===== src/sv/almph_pkg.sv =====
// Package with the constants shared by the level meter and its checker.
package almph_pkg;

   // Parameter defaults.
   localparam int MAX_CHANNELS_DEF     = 8;
   localparam int FRAME_COUNT_BITS_DEF = 16;
   localparam int LEVEL_FRAC_BITS_DEF  = 16;

   // Field widths.
   localparam int SAMPLE_W  = 16;
   localparam int CHAN_W    = 3;
   localparam int CFG_W     = 17;
   localparam int OUT_W     = 17;
   localparam int CC_W      = 4;
   localparam int CSR_IDX_W = 2;
   localparam int SUM_W     = 32;
   localparam int MUL_W     = 34;
   localparam int PROD_W    = 68;

   // Channel field spans eight channels.
   localparam int CHAN_SPAN = 8;

   // Register indexes.
   localparam logic [CSR_IDX_W-1:0] CSR_CHANNEL_COUNT    = 2'd0;
   localparam logic [CSR_IDX_W-1:0] CSR_SMOOTHING_WEIGHT = 2'd1;
   localparam logic [CSR_IDX_W-1:0] CSR_PEAK_DECAY       = 2'd2;

   // Register reset values and the Q16 unit.
   localparam logic [CC_W-1:0]  CC_RESET = 4'd1;
   localparam logic [CFG_W-1:0] Q16_ONE  = 17'd65536;
   localparam logic [CFG_W-1:0] W_RESET  = 17'd65536;
   localparam logic [CFG_W-1:0] D_RESET  = 17'd1966;

   // 0.2*log10(2) in Q32, turns log2 into the dB/100 scale.
   localparam logic signed [MUL_W-1:0] LOG_COEF = 34'sd258582797;

endpackage


===== src/sv/audio_level_meter_peak_hold.sv =====
// Audio level meter: per-channel mean magnitude, smoothed level and decaying peak on a log scale.
// A sample without the buffer end flag is taken in the idle state, and the next may follow at once.
// At buffer end, if any frame was counted, each active channel goes through a restoring divider for
// the mean, then two logs of 16 squarings each on the one shared 34x34 multiplier; results leave
// one per channel and the block stalls requests until the last is taken.
// Reset (synchronous) clears sums, frame count and levels and restores the register defaults.
module audio_level_meter_peak_hold #(
   parameter int MAX_CHANNELS     = almph_pkg::MAX_CHANNELS_DEF,
   parameter int FRAME_COUNT_BITS = almph_pkg::FRAME_COUNT_BITS_DEF,
   parameter int LEVEL_FRAC_BITS  = almph_pkg::LEVEL_FRAC_BITS_DEF
) (
   input  logic                                 clock,
   input  logic                                 reset,
   input  logic                                 req_valid,
   output logic                                 req_stall,
   input  logic signed [almph_pkg::SAMPLE_W-1:0] req_sample,
   input  logic [almph_pkg::CHAN_W-1:0]         req_channel,
   input  logic                                 req_buffer_end,
   output logic                                 rsp_valid,
   input  logic                                 rsp_stall,
   output logic [almph_pkg::CHAN_W-1:0]         rsp_out_channel,
   output logic [almph_pkg::OUT_W-1:0]          rsp_average_level,
   output logic [almph_pkg::OUT_W-1:0]          rsp_peak_level,
   output logic                                 rsp_last_channel,
   input  logic                                 csr_write_enable,
   input  logic [almph_pkg::CSR_IDX_W-1:0]      csr_index,
   input  logic [almph_pkg::CFG_W-1:0]          csr_write_data
);

   localparam int NCH = (MAX_CHANNELS < almph_pkg::CHAN_SPAN) ? MAX_CHANNELS
                                                               : almph_pkg::CHAN_SPAN;
   localparam int IW  = (NCH > 1) ? $clog2(NCH) : 1;
   localparam int FCB = FRAME_COUNT_BITS;
   localparam int LW  = LEVEL_FRAC_BITS + 1;
   localparam int EW  = $clog2(LW);
   localparam int SHL = (LEVEL_FRAC_BITS >= 16) ? LEVEL_FRAC_BITS - 16 : 0;
   localparam int SHR = (LEVEL_FRAC_BITS < 16) ? 16 - LEVEL_FRAC_BITS : 0;
   localparam int SW  = almph_pkg::SUM_W;
   localparam int MW  = almph_pkg::MUL_W;
   localparam int PW  = almph_pkg::PROD_W;
   localparam int OW  = almph_pkg::OUT_W;
   localparam int CW  = almph_pkg::CC_W;

   localparam logic [LW-1:0]  LVL_ONE = LW'(1) << LEVEL_FRAC_BITS;
   localparam logic [FCB-1:0] FC_MAX  = {FCB{1'b1}};

   typedef enum logic [13:0] {
      ST_IDLE  = 14'b00000000000001,
      ST_START = 14'b00000000000010,
      ST_LOAD  = 14'b00000000000100,
      ST_DIV   = 14'b00000000001000,
      ST_MULW  = 14'b00000000010000,
      ST_AVG   = 14'b00000000100000,
      ST_MULP  = 14'b00000001000000,
      ST_PEAK  = 14'b00000010000000,
      ST_LNORM = 14'b00000100000000,
      ST_LSQ   = 14'b00001000000000,
      ST_LSTEP = 14'b00010000000000,
      ST_LMUL  = 14'b00100000000000,
      ST_LOUT  = 14'b01000000000000,
      ST_OUT   = 14'b10000000000000
   } state_type;

   state_type                 state_ff;
   logic [CW-1:0]             cc_ff;
   logic [OW-1:0]             w_ff;
   logic [OW-1:0]             d_ff;
   logic [SW-1:0]             sum_ff [NCH];
   logic [FCB-1:0]            fc_ff;
   logic [LW-1:0]             avg_ff [NCH];
   logic [LW-1:0]             pk_ff  [NCH];
   logic [IW-1:0]             k_ff;
   logic [4:0]                div_cnt_ff;
   logic [SW-1:0]             dq_ff;
   logic [FCB-1:0]            rem_ff;
   logic [LW-1:0]             avg_new_ff;
   logic [LW-1:0]             pk_new_ff;
   logic                      log_sel_ff;
   logic [EW-1:0]             e_ff;
   logic [31:0]               m_ff;
   logic [15:0]               frac_ff;
   logic [3:0]                it_ff;
   logic signed [PW-1:0]      prod_ff;
   logic [OW-1:0]             avg_log_ff;
   logic                      rsp_valid_ff;
   logic [almph_pkg::CHAN_W-1:0] rsp_ch_ff;
   logic [OW-1:0]             rsp_avg_ff;
   logic [OW-1:0]             rsp_pk_ff;
   logic                      rsp_last_ff;

   logic [CW-1:0]             nch;
   logic                      is_last;
   logic                      req_acc;
   logic                      ch_ok;
   logic [IW-1:0]             ch_idx;
   logic [OW-1:0]             mag;
   logic [SW:0]               sum_add;
   logic [FCB:0]              div_shift;
   logic                      div_ge;
   logic [FCB:0]              div_rem;
   logic [SW-1:0]             x_lvl;
   logic signed [MW-1:0]      mul_a;
   logic signed [MW-1:0]      mul_b;
   logic signed [PW-1:0]      avg_sum;
   logic [LW-1:0]             avg_clamp;
   logic signed [PW-1:0]      pk_dec;
   logic [LW-1:0]             pk_clamp;
   logic [LW-1:0]             lvl;
   logic [EW-1:0]             msb;
   logic [31:0]               m_norm;
   logic [31:0]               sq;
   logic signed [EW:0]        ediff;
   logic signed [EW+16:0]     l2;
   logic signed [PW-1:0]      log_sum;
   logic                      log_done;
   logic [OW-1:0]             log_val;

   // Active channel count, with zero acting as one and large values capped.
   always_comb begin
      if (cc_ff == '0) begin
         nch = CW'(1);
      end else if (cc_ff > CW'(NCH)) begin
         nch = CW'(NCH);
      end else begin
         nch = cc_ff;
      end
   end

   assign is_last = (CW'(k_ff) == (nch - CW'(1)));

   // Request acceptance and magnitude accumulation.
   assign req_stall = (state_ff != ST_IDLE);
   assign req_acc   = req_valid && !req_stall;
   assign ch_ok     = (CW'(req_channel) < nch);
   assign ch_idx    = req_channel[IW-1:0];
   assign mag       = req_sample[almph_pkg::SAMPLE_W-1]
                      ? (almph_pkg::Q16_ONE - {1'b0, req_sample})
                      : {1'b0, req_sample};
   assign sum_add   = {1'b0, sum_ff[ch_idx]} + (SW+1)'(mag);

   // One restoring divider step per cycle.
   assign div_shift = {rem_ff, dq_ff[SW-1]};
   assign div_ge    = (div_shift >= {1'b0, fc_ff});
   assign div_rem   = div_ge ? (div_shift - {1'b0, fc_ff}) : div_shift;
   assign x_lvl     = (LEVEL_FRAC_BITS >= 16) ? (dq_ff << SHL) : (dq_ff >> SHR);

   // Operand selection for the shared multiplier.
   always_comb begin
      mul_a = '0;
      mul_b = '0;
      case (state_ff)
         ST_MULW: begin
            mul_a = $signed({2'b00, x_lvl}) - $signed(MW'(avg_ff[k_ff]));
            mul_b = $signed(MW'(w_ff));
         end
         ST_MULP: begin
            mul_a = $signed(MW'(pk_ff[k_ff]));
            mul_b = $signed(MW'(d_ff));
         end
         ST_LSQ: begin
            mul_a = $signed({2'b00, m_ff});
            mul_b = $signed({2'b00, m_ff});
         end
         ST_LMUL: begin
            mul_a = MW'(l2);
            mul_b = almph_pkg::LOG_COEF;
         end
         default: begin
            mul_a = '0;
            mul_b = '0;
         end
      endcase
   end

   // Smoothed level update and peak decay, both rounded half up and clamped.
   always_comb begin
      avg_sum = $signed(PW'(avg_ff[k_ff])) + ((prod_ff + PW'(32768)) >>> 16);
      if (avg_sum < 0) begin
         avg_clamp = '0;
      end else if (avg_sum > $signed(PW'(LVL_ONE))) begin
         avg_clamp = LVL_ONE;
      end else begin
         avg_clamp = avg_sum[LW-1:0];
      end
      pk_dec = $signed(PW'(pk_ff[k_ff])) - ((prod_ff + PW'(32768)) >>> 16);
      if (pk_dec < $signed(PW'(avg_new_ff))) begin
         pk_clamp = avg_new_ff;
      end else if (pk_dec > $signed(PW'(LVL_ONE))) begin
         pk_clamp = LVL_ONE;
      end else begin
         pk_clamp = pk_dec[LW-1:0];
      end
   end

   // Log stage: normalisation of the level and the final scaling.
   assign lvl = log_sel_ff ? pk_new_ff : avg_new_ff;

   always_comb begin
      msb = '0;
      for (int i = 0; i < LW; i++) begin
         if (lvl[i]) begin
            msb = EW'(i);
         end
      end
   end

   assign m_norm  = 32'(lvl) << (5'd30 - 5'(msb));
   assign sq      = prod_ff[61:30];
   assign ediff   = $signed({1'b0, e_ff}) - $signed((EW+1)'(LEVEL_FRAC_BITS));
   assign l2      = $signed({ediff, frac_ff});
   assign log_sum = PW'(65536) + ((prod_ff + (PW'(1) <<< 31)) >>> 32);

   always_comb begin
      log_done = 1'b0;
      log_val  = '0;
      if (state_ff == ST_LNORM && lvl == '0) begin
         log_done = 1'b1;
      end else if (state_ff == ST_LOUT) begin
         log_done = 1'b1;
         if (log_sum < 0) begin
            log_val = '0;
         end else if (log_sum > PW'(65536)) begin
            log_val = almph_pkg::Q16_ONE;
         end else begin
            log_val = log_sum[OW-1:0];
         end
      end
   end

   // Shared multiplier with its registered product.
   always_ff @(posedge clock) begin
      prod_ff <= mul_a * mul_b;
   end

   // Configuration registers; weights above one act as one.
   always_ff @(posedge clock) begin
      if (reset) begin
         cc_ff <= almph_pkg::CC_RESET;
         w_ff  <= almph_pkg::W_RESET;
         d_ff  <= almph_pkg::D_RESET;
      end else if (csr_write_enable) begin
         case (csr_index)
            almph_pkg::CSR_CHANNEL_COUNT: begin
               cc_ff <= csr_write_data[CW-1:0];
            end
            almph_pkg::CSR_SMOOTHING_WEIGHT: begin
               w_ff <= (csr_write_data > almph_pkg::Q16_ONE) ? almph_pkg::Q16_ONE
                                                              : csr_write_data;
            end
            almph_pkg::CSR_PEAK_DECAY: begin
               d_ff <= (csr_write_data > almph_pkg::Q16_ONE) ? almph_pkg::Q16_ONE
                                                              : csr_write_data;
            end
            default: begin
               cc_ff <= cc_ff;
            end
         endcase
      end
   end

   // Sequencer: accumulation, then per channel divide, update, two logs and the result.
   always_ff @(posedge clock) begin
      if (reset) begin
         state_ff     <= ST_IDLE;
         fc_ff        <= '0;
         k_ff         <= '0;
         log_sel_ff   <= 1'b0;
         rsp_valid_ff <= 1'b0;
         for (int i = 0; i < NCH; i++) begin
            sum_ff[i] <= '0;
            avg_ff[i] <= '0;
            pk_ff[i]  <= '0;
         end
      end else begin
         case (state_ff)
            ST_IDLE: begin
               if (req_acc) begin
                  if (ch_ok) begin
                     sum_ff[ch_idx] <= sum_add[SW] ? {SW{1'b1}} : sum_add[SW-1:0];
                     if (CW'(req_channel) == (nch - CW'(1)) && fc_ff != FC_MAX) begin
                        fc_ff <= fc_ff + FCB'(1);
                     end
                  end
                  if (req_buffer_end) begin
                     state_ff <= ST_START;
                  end
               end
            end
            ST_START: begin
               if (fc_ff == '0) begin
                  fc_ff <= '0;
                  for (int i = 0; i < NCH; i++) begin
                     sum_ff[i] <= '0;
                  end
                  state_ff <= ST_IDLE;
               end else begin
                  k_ff     <= '0;
                  state_ff <= ST_LOAD;
               end
            end
            ST_LOAD: begin
               dq_ff      <= sum_ff[k_ff];
               rem_ff     <= '0;
               div_cnt_ff <= '0;
               state_ff   <= ST_DIV;
            end
            ST_DIV: begin
               dq_ff      <= {dq_ff[SW-2:0], div_ge};
               rem_ff     <= div_rem[FCB-1:0];
               div_cnt_ff <= div_cnt_ff + 5'd1;
               if (div_cnt_ff == 5'd31) begin
                  state_ff <= ST_MULW;
               end
            end
            ST_MULW: begin
               state_ff <= ST_AVG;
            end
            ST_AVG: begin
               avg_new_ff <= avg_clamp;
               state_ff   <= ST_MULP;
            end
            ST_MULP: begin
               state_ff <= ST_PEAK;
            end
            ST_PEAK: begin
               pk_new_ff    <= pk_clamp;
               avg_ff[k_ff] <= avg_new_ff;
               pk_ff[k_ff]  <= pk_clamp;
               log_sel_ff   <= 1'b0;
               state_ff     <= ST_LNORM;
            end
            ST_LNORM: begin
               e_ff    <= msb;
               m_ff    <= m_norm;
               frac_ff <= '0;
               it_ff   <= '0;
               if (!log_done) begin
                  state_ff <= ST_LSQ;
               end
            end
            ST_LSQ: begin
               state_ff <= ST_LSTEP;
            end
            ST_LSTEP: begin
               if (sq[31]) begin
                  m_ff    <= {1'b0, sq[31:1]};
                  frac_ff <= {frac_ff[14:0], 1'b1};
               end else begin
                  m_ff    <= sq;
                  frac_ff <= {frac_ff[14:0], 1'b0};
               end
               it_ff <= it_ff + 4'd1;
               state_ff <= (it_ff == 4'd15) ? ST_LMUL : ST_LSQ;
            end
            ST_LMUL: begin
               state_ff <= ST_LOUT;
            end
            ST_OUT: begin
               if (!rsp_stall) begin
                  rsp_valid_ff <= 1'b0;
                  if (is_last) begin
                     fc_ff <= '0;
                     for (int i = 0; i < NCH; i++) begin
                        sum_ff[i] <= '0;
                     end
                     state_ff <= ST_IDLE;
                  end else begin
                     k_ff     <= k_ff + IW'(1);
                     state_ff <= ST_LOAD;
                  end
               end
            end
            default: begin
               state_ff <= state_ff;
            end
         endcase

         // A finished log goes to the average slot first, then completes the result.
         if (log_done) begin
            if (!log_sel_ff) begin
               avg_log_ff <= log_val;
               log_sel_ff <= 1'b1;
               state_ff   <= ST_LNORM;
            end else begin
               rsp_valid_ff <= 1'b1;
               rsp_ch_ff    <= almph_pkg::CHAN_W'(k_ff);
               rsp_avg_ff   <= avg_log_ff;
               rsp_pk_ff    <= log_val;
               rsp_last_ff  <= is_last;
               state_ff     <= ST_OUT;
            end
         end
      end
   end

   assign rsp_valid         = rsp_valid_ff;
   assign rsp_out_channel   = rsp_ch_ff;
   assign rsp_average_level = rsp_avg_ff;
   assign rsp_peak_level    = rsp_pk_ff;
   assign rsp_last_channel  = rsp_last_ff;

endmodule


===== config.mk =====
export PLATFORM = sky130hd
export DESIGN_NAME = audio_level_meter_peak_hold
export DESIGN_NICKNAME = d
export VERILOG_FILES = /design/src/sv/almph_pkg.sv /design/src/sv/audio_level_meter_peak_hold.sv
export SDC_FILE = /design/constraint.sdc
export NUM_CORES = 2
export LEC_CHECK = 0
export BUFFER_PORTS_ARGS = -buffer_cell sky130_fd_sc_hd__buf_2
export CORE_MARGIN = 2
export CORE_UTILIZATION = 50
export DETAILED_ROUTE_END_ITERATION = 10
export PLACE_DENSITY = 0.63
export SLEW_MARGIN = 20
export SYNTH_ARGS = -nofsm -noshare
export SYNTH_HDL_FRONTEND = slang
export SYNTH_SLANG_ARGS = --single-unit
export TNS_END_PERCENT = 20

===== constraint.sdc =====
create_clock -name clock -period 15.9 [get_ports clock]
set_clock_uncertainty 0.05 [all_clocks]
set_input_delay 0 -clock clock [delete_from_list [all_inputs] [get_ports clock]]
set_output_delay 0 -clock clock [all_outputs]
set_load 0.01 [all_outputs]

==> reports/metrics.yaml <==
worst_setup_path:
  critPathMaxStageDelay_ns: 0.82
  worstPathArrival_ns: 15.19
  r2r_cells: 46
  endpoint_kind: "flip-flop"
  cp-start-kind: "flip-flop"
  crit_top_cell: "fa_1"
  crit_type: "reg2reg"
  cp_max_fo: 22
  required_ns: 16.42
  slowest_stage: "nand2b_1"
clock_tree:
  cts_resized: 0
  cts_buffers: 86
  clockRootBuffer: "clkbuf_16"
  clkLatencyLatePin_ns: 0.71
  clkSlewWorstSetupHoldPaths_ns: 0.07
  cts_tree: "built"
  cts.path.max_buffers: 3
  postCtsSetupBuffers: 0
  htreeDepth: 3
  clock_sinks: 855
  cts_hold_buf: 41
synthesis:
  synth_cells: 8388
  synth_cell_types: 91
  yosys_most_used_dff: "edfxtp_1"
  synth-seq-area-share: 0.291
  synth-edff-count: 727
  ys_ff_latch: 855
  synth_area_um2: 83700
  async_flop_share: 0
  synth_area_per_cell_um2: 9.98
  yosysWarnings: 0
timing:
  setup_tns_ns: 0
  worst_pin_slew_ns: 1.17
  finalSetupViolations: 0
  period_share: 0.923
  period_needed_ns: 14.68
  max_freq_ghz: 0.0681
  rsz0062_at_grt: "false"
  slew_headroom: 0.218
  maxSlewViolCount: 0
  fin_ws_ns: 1.22
  finalHoldViolCount: 0
drt:
  drt-total-wl_um: 280000
  vias: 63775
  vias_per_cell: 5.99
  drtIter0Drc: 6574
  ant_nets: 0
  wl_per_cell_um: 26.3
  wl_met2_um: 130000
  detail_route.first_pass.iterations: 7
  routed-wl-met3_um: 25100
  drc: 0
  met1_length_um: 110000
  top_layer: "met5"
global_route:
  grt_max_degree: 72
  grt_pass1_wl_um: 422000
  grt_usage: 0.333
  antenna_found_initial: 7
  grt_pass1_vias: 65858
  grt.overflow.total: 0
layout:
  final-instance-count-excl-fill: 10651
  multi_input_area_um2: 53600
  fin_nets: 9846
  synthToLayoutAreaGrowth_pct: 7.77
  diodes: 0
  n_fill_cell: 14687
  final-seq-area_um2: 24400
  drive_above_1_share: 0.0798
placement:
  dp_cells: 10451
  gp_congestion: 0.987
  portBuffers: 83
  hpwl_um: 209000
  dp_slack_ns: 1.43
power:
  power.leakage_nw: 38.3
  p_per_area_nw_per_um2: 66.9
  fin_total_pwr_mw: 6.04
  ir_drop_v: 0.0000903
hold_path:
  hold_depth: 8
  hp-class: "in2reg"
floorplan:
  io_pins: 84
  rows: 150
  die_y_um: 413
  core_area_um2: 167000
  start_util: 0.502
  die_area_um2: 171000
  dieWidth_um: 413
job:
  drv_cap: 0
status:
  outcome: "completed"
-- state kept, by name (all words and copies together) (netlist names), 4 cells and up, named ones only --
register / count
pk_new_ff: 17
dq_ff: 32
rsp_peak_level: 17
frac_ff: 16
state_ff: 14
m_ff: 32
cc_ff: 4
fc_ff: 16
avg_log_ff: 17
div_cnt_ff: 5
rsp_average_level: 17
rem_ff: 16
avg_ff: 136
d_ff: 17
avg_new_ff: 17
w_ff: 17
it_ff: 4
sum_ff: 256
e_ff: 5
pk_ff: 136
prod_ff: 52
-- where the power goes --
| part | total (mW) | leakage (nW) | switching, mW | internal [mW] |
|---|---|---|---|---|
| clock | 2.12 | 1.39 | 0.938 | 1.18 |
| sequential | 2.60 | 8.24 | 0.0905 | 2.51 |
| combinational | 1.33 | 28.7 | 0.811 | 0.517 |
| total | 6.04 | 38.3 | 1.84 | 4.20 |
-- path summary, 6_finish.rpt --
| check | from | slack, ns | end |
|---|---|---|---|
| hold reg to reg | avg_log_ff[0] | 0.37 | rsp_average_level[0] |
| setup reg to reg | flip-flop | 1.22 | prod_ff[66] |
| hold / removal | req_valid | 0.09 | fc_ff[1] |
| setup / recovery | flip-flop | 1.22 | prod_ff[66] |
-- per-layer routing --
layer  vias to the layer above  global-route usage
li1                      27580                   -
met1                     32308               0.441
met2                      3223               0.533
met3                       658              0.0592
met4                         6               0.161
met5                         -                   0
-- per-stage QoR --
step	utilization	hold WS [ns]	area (µm²)
detailed placement	0.521	0.218	87000
global placement	0.521	0.224	86900
finish	0.541	0.0852	90300
global route	0.541	0.103	90300
floorplan	-	0.0679	83800
CTS	0.541	0.0184	90200
-- area by class of cell --
type	count	share of cell area
clock inverter	56	0.00631
sequential	855	0.270
inverter	1181	0.0491
tap	2204	0.0306
timing repair buffer	303	0.0241
clock buffer	103	0.0255
multi-input combinational	5949	0.594
-- worst max-delay path: cells and delay by family (launching register included) --
| kind | cells | cell delay [ns] |
|---|---|---|
| and+or+nand+nor | 5 | 1.78 |
| xor gates and xnor gates | 1 | 0.12 |
| muxes | 2 | 1.11 |
| AOI/OAI and AO/OA | 22 | 5.34 |
| adders and majority gates | 10 | 4.92 |
| buffers and inverters | 6 | 0.54 |
| DFF | 1 | 0.65 |
-- Yosys cell counts (14+ instances only) --
master | n | area share
nor2_1 | 1301 | 0.058
inv_1 | 1159 | 0.052
fa_1 | 1122 | 0.27
nand2_1 | 781 | 0.035
edfxtp_1 | 727 | 0.26
clkbuf_1 | 356 | 0.016
ha_1 | 304 | 0.045
a21oi_1 | 234 | 0.014
and2_1 | 207 | 0.015
xnor2_1 | 187 | 0.020
o21ai_0 | 174 | 0.010
mux2i_1 | 153 | 0.018
nand3_1 | 137 | 0.0082
mux4_2 | 136 | 0.037
dfxtp_1 | 128 | 0.031
nor3_1 | 108 | 0.0065
xor2_1 | 96 | 0.010
nor4_1 | 75 | 0.0056
a21o_1 | 72 | 0.0065
nand4_1 | 70 | 0.0052
a22oi_1 | 62 | 0.0056
o22ai_1 | 53 | 0.0040
and3_1 | 50 | 0.0037
buf_1 | 47 | 0.0021
nor2b_1 | 46 | 0.0034
nand2b_1 | 41 | 0.0031
o21a_1 | 41 | 0.0037
or3_1 | 29 | 0.0022
a31oi_1 | 28 | 0.0021
or2_2 | 28 | 0.0021
mux2_2 | 26 | 0.0035
a211oi_1 | 25 | 0.0022
or4_1 | 25 | 0.0022
a221oi_1 | 24 | 0.0025
a21boi_0 | 23 | 0.0021
and4_1 | 23 | 0.0024
o31ai_1 | 23 | 0.0021
clkinv_1 | 21 | 0.00094
o21bai_1 | 19 | 0.0017
a211o_1 | 18 | 0.0019
o211ai_1 | 18 | 0.0016
o221ai_1 | 16 | 0.0017
a221o_1 | 14 | 0.0017
-- layout by cell type, fill, tap and decap left out, drive strengths merged, types with 96 or more instances in the layout --
cell,netlist,final
nand2,781,781
xor2,96,96
a21oi,234,234
edfxtp,727,727
fa,1122,1122
nor2,1301,1301
nor3,108,108
ha,304,304
mux2i,153,153
nand3,139,139
dfxtp,128,128
xnor2,187,187
inv,1160,1169
clkbuf,356,103
buf,60,262
mux4,136,136
and2,210,210
o21ai,181,181
-- logic make-up (layout without fill, tap and decap cells) --
| logic type | after synthesis | after routing | synth area share |
|---|---|---|---|
| AND/OR/NAND/NOR | 2964 | 2964 | 0.158 |
| buffers and inverters | 1597 | 1643 | 0.0720 |
| adder cells (fa/ha/maj) | 1426 | 1426 | 0.314 |
| AO/OA/AOI/OAI | 946 | 946 | 0.0772 |
| flip-flops | 855 | 855 | 0.291 |
| multiplexers | 315 | 315 | 0.0584 |
| XOR/XNOR | 283 | 283 | 0.0296 |
| other | 2 | 15 | 0.0000897 |
No activity file was read; power rests on OpenSTA's default activity.
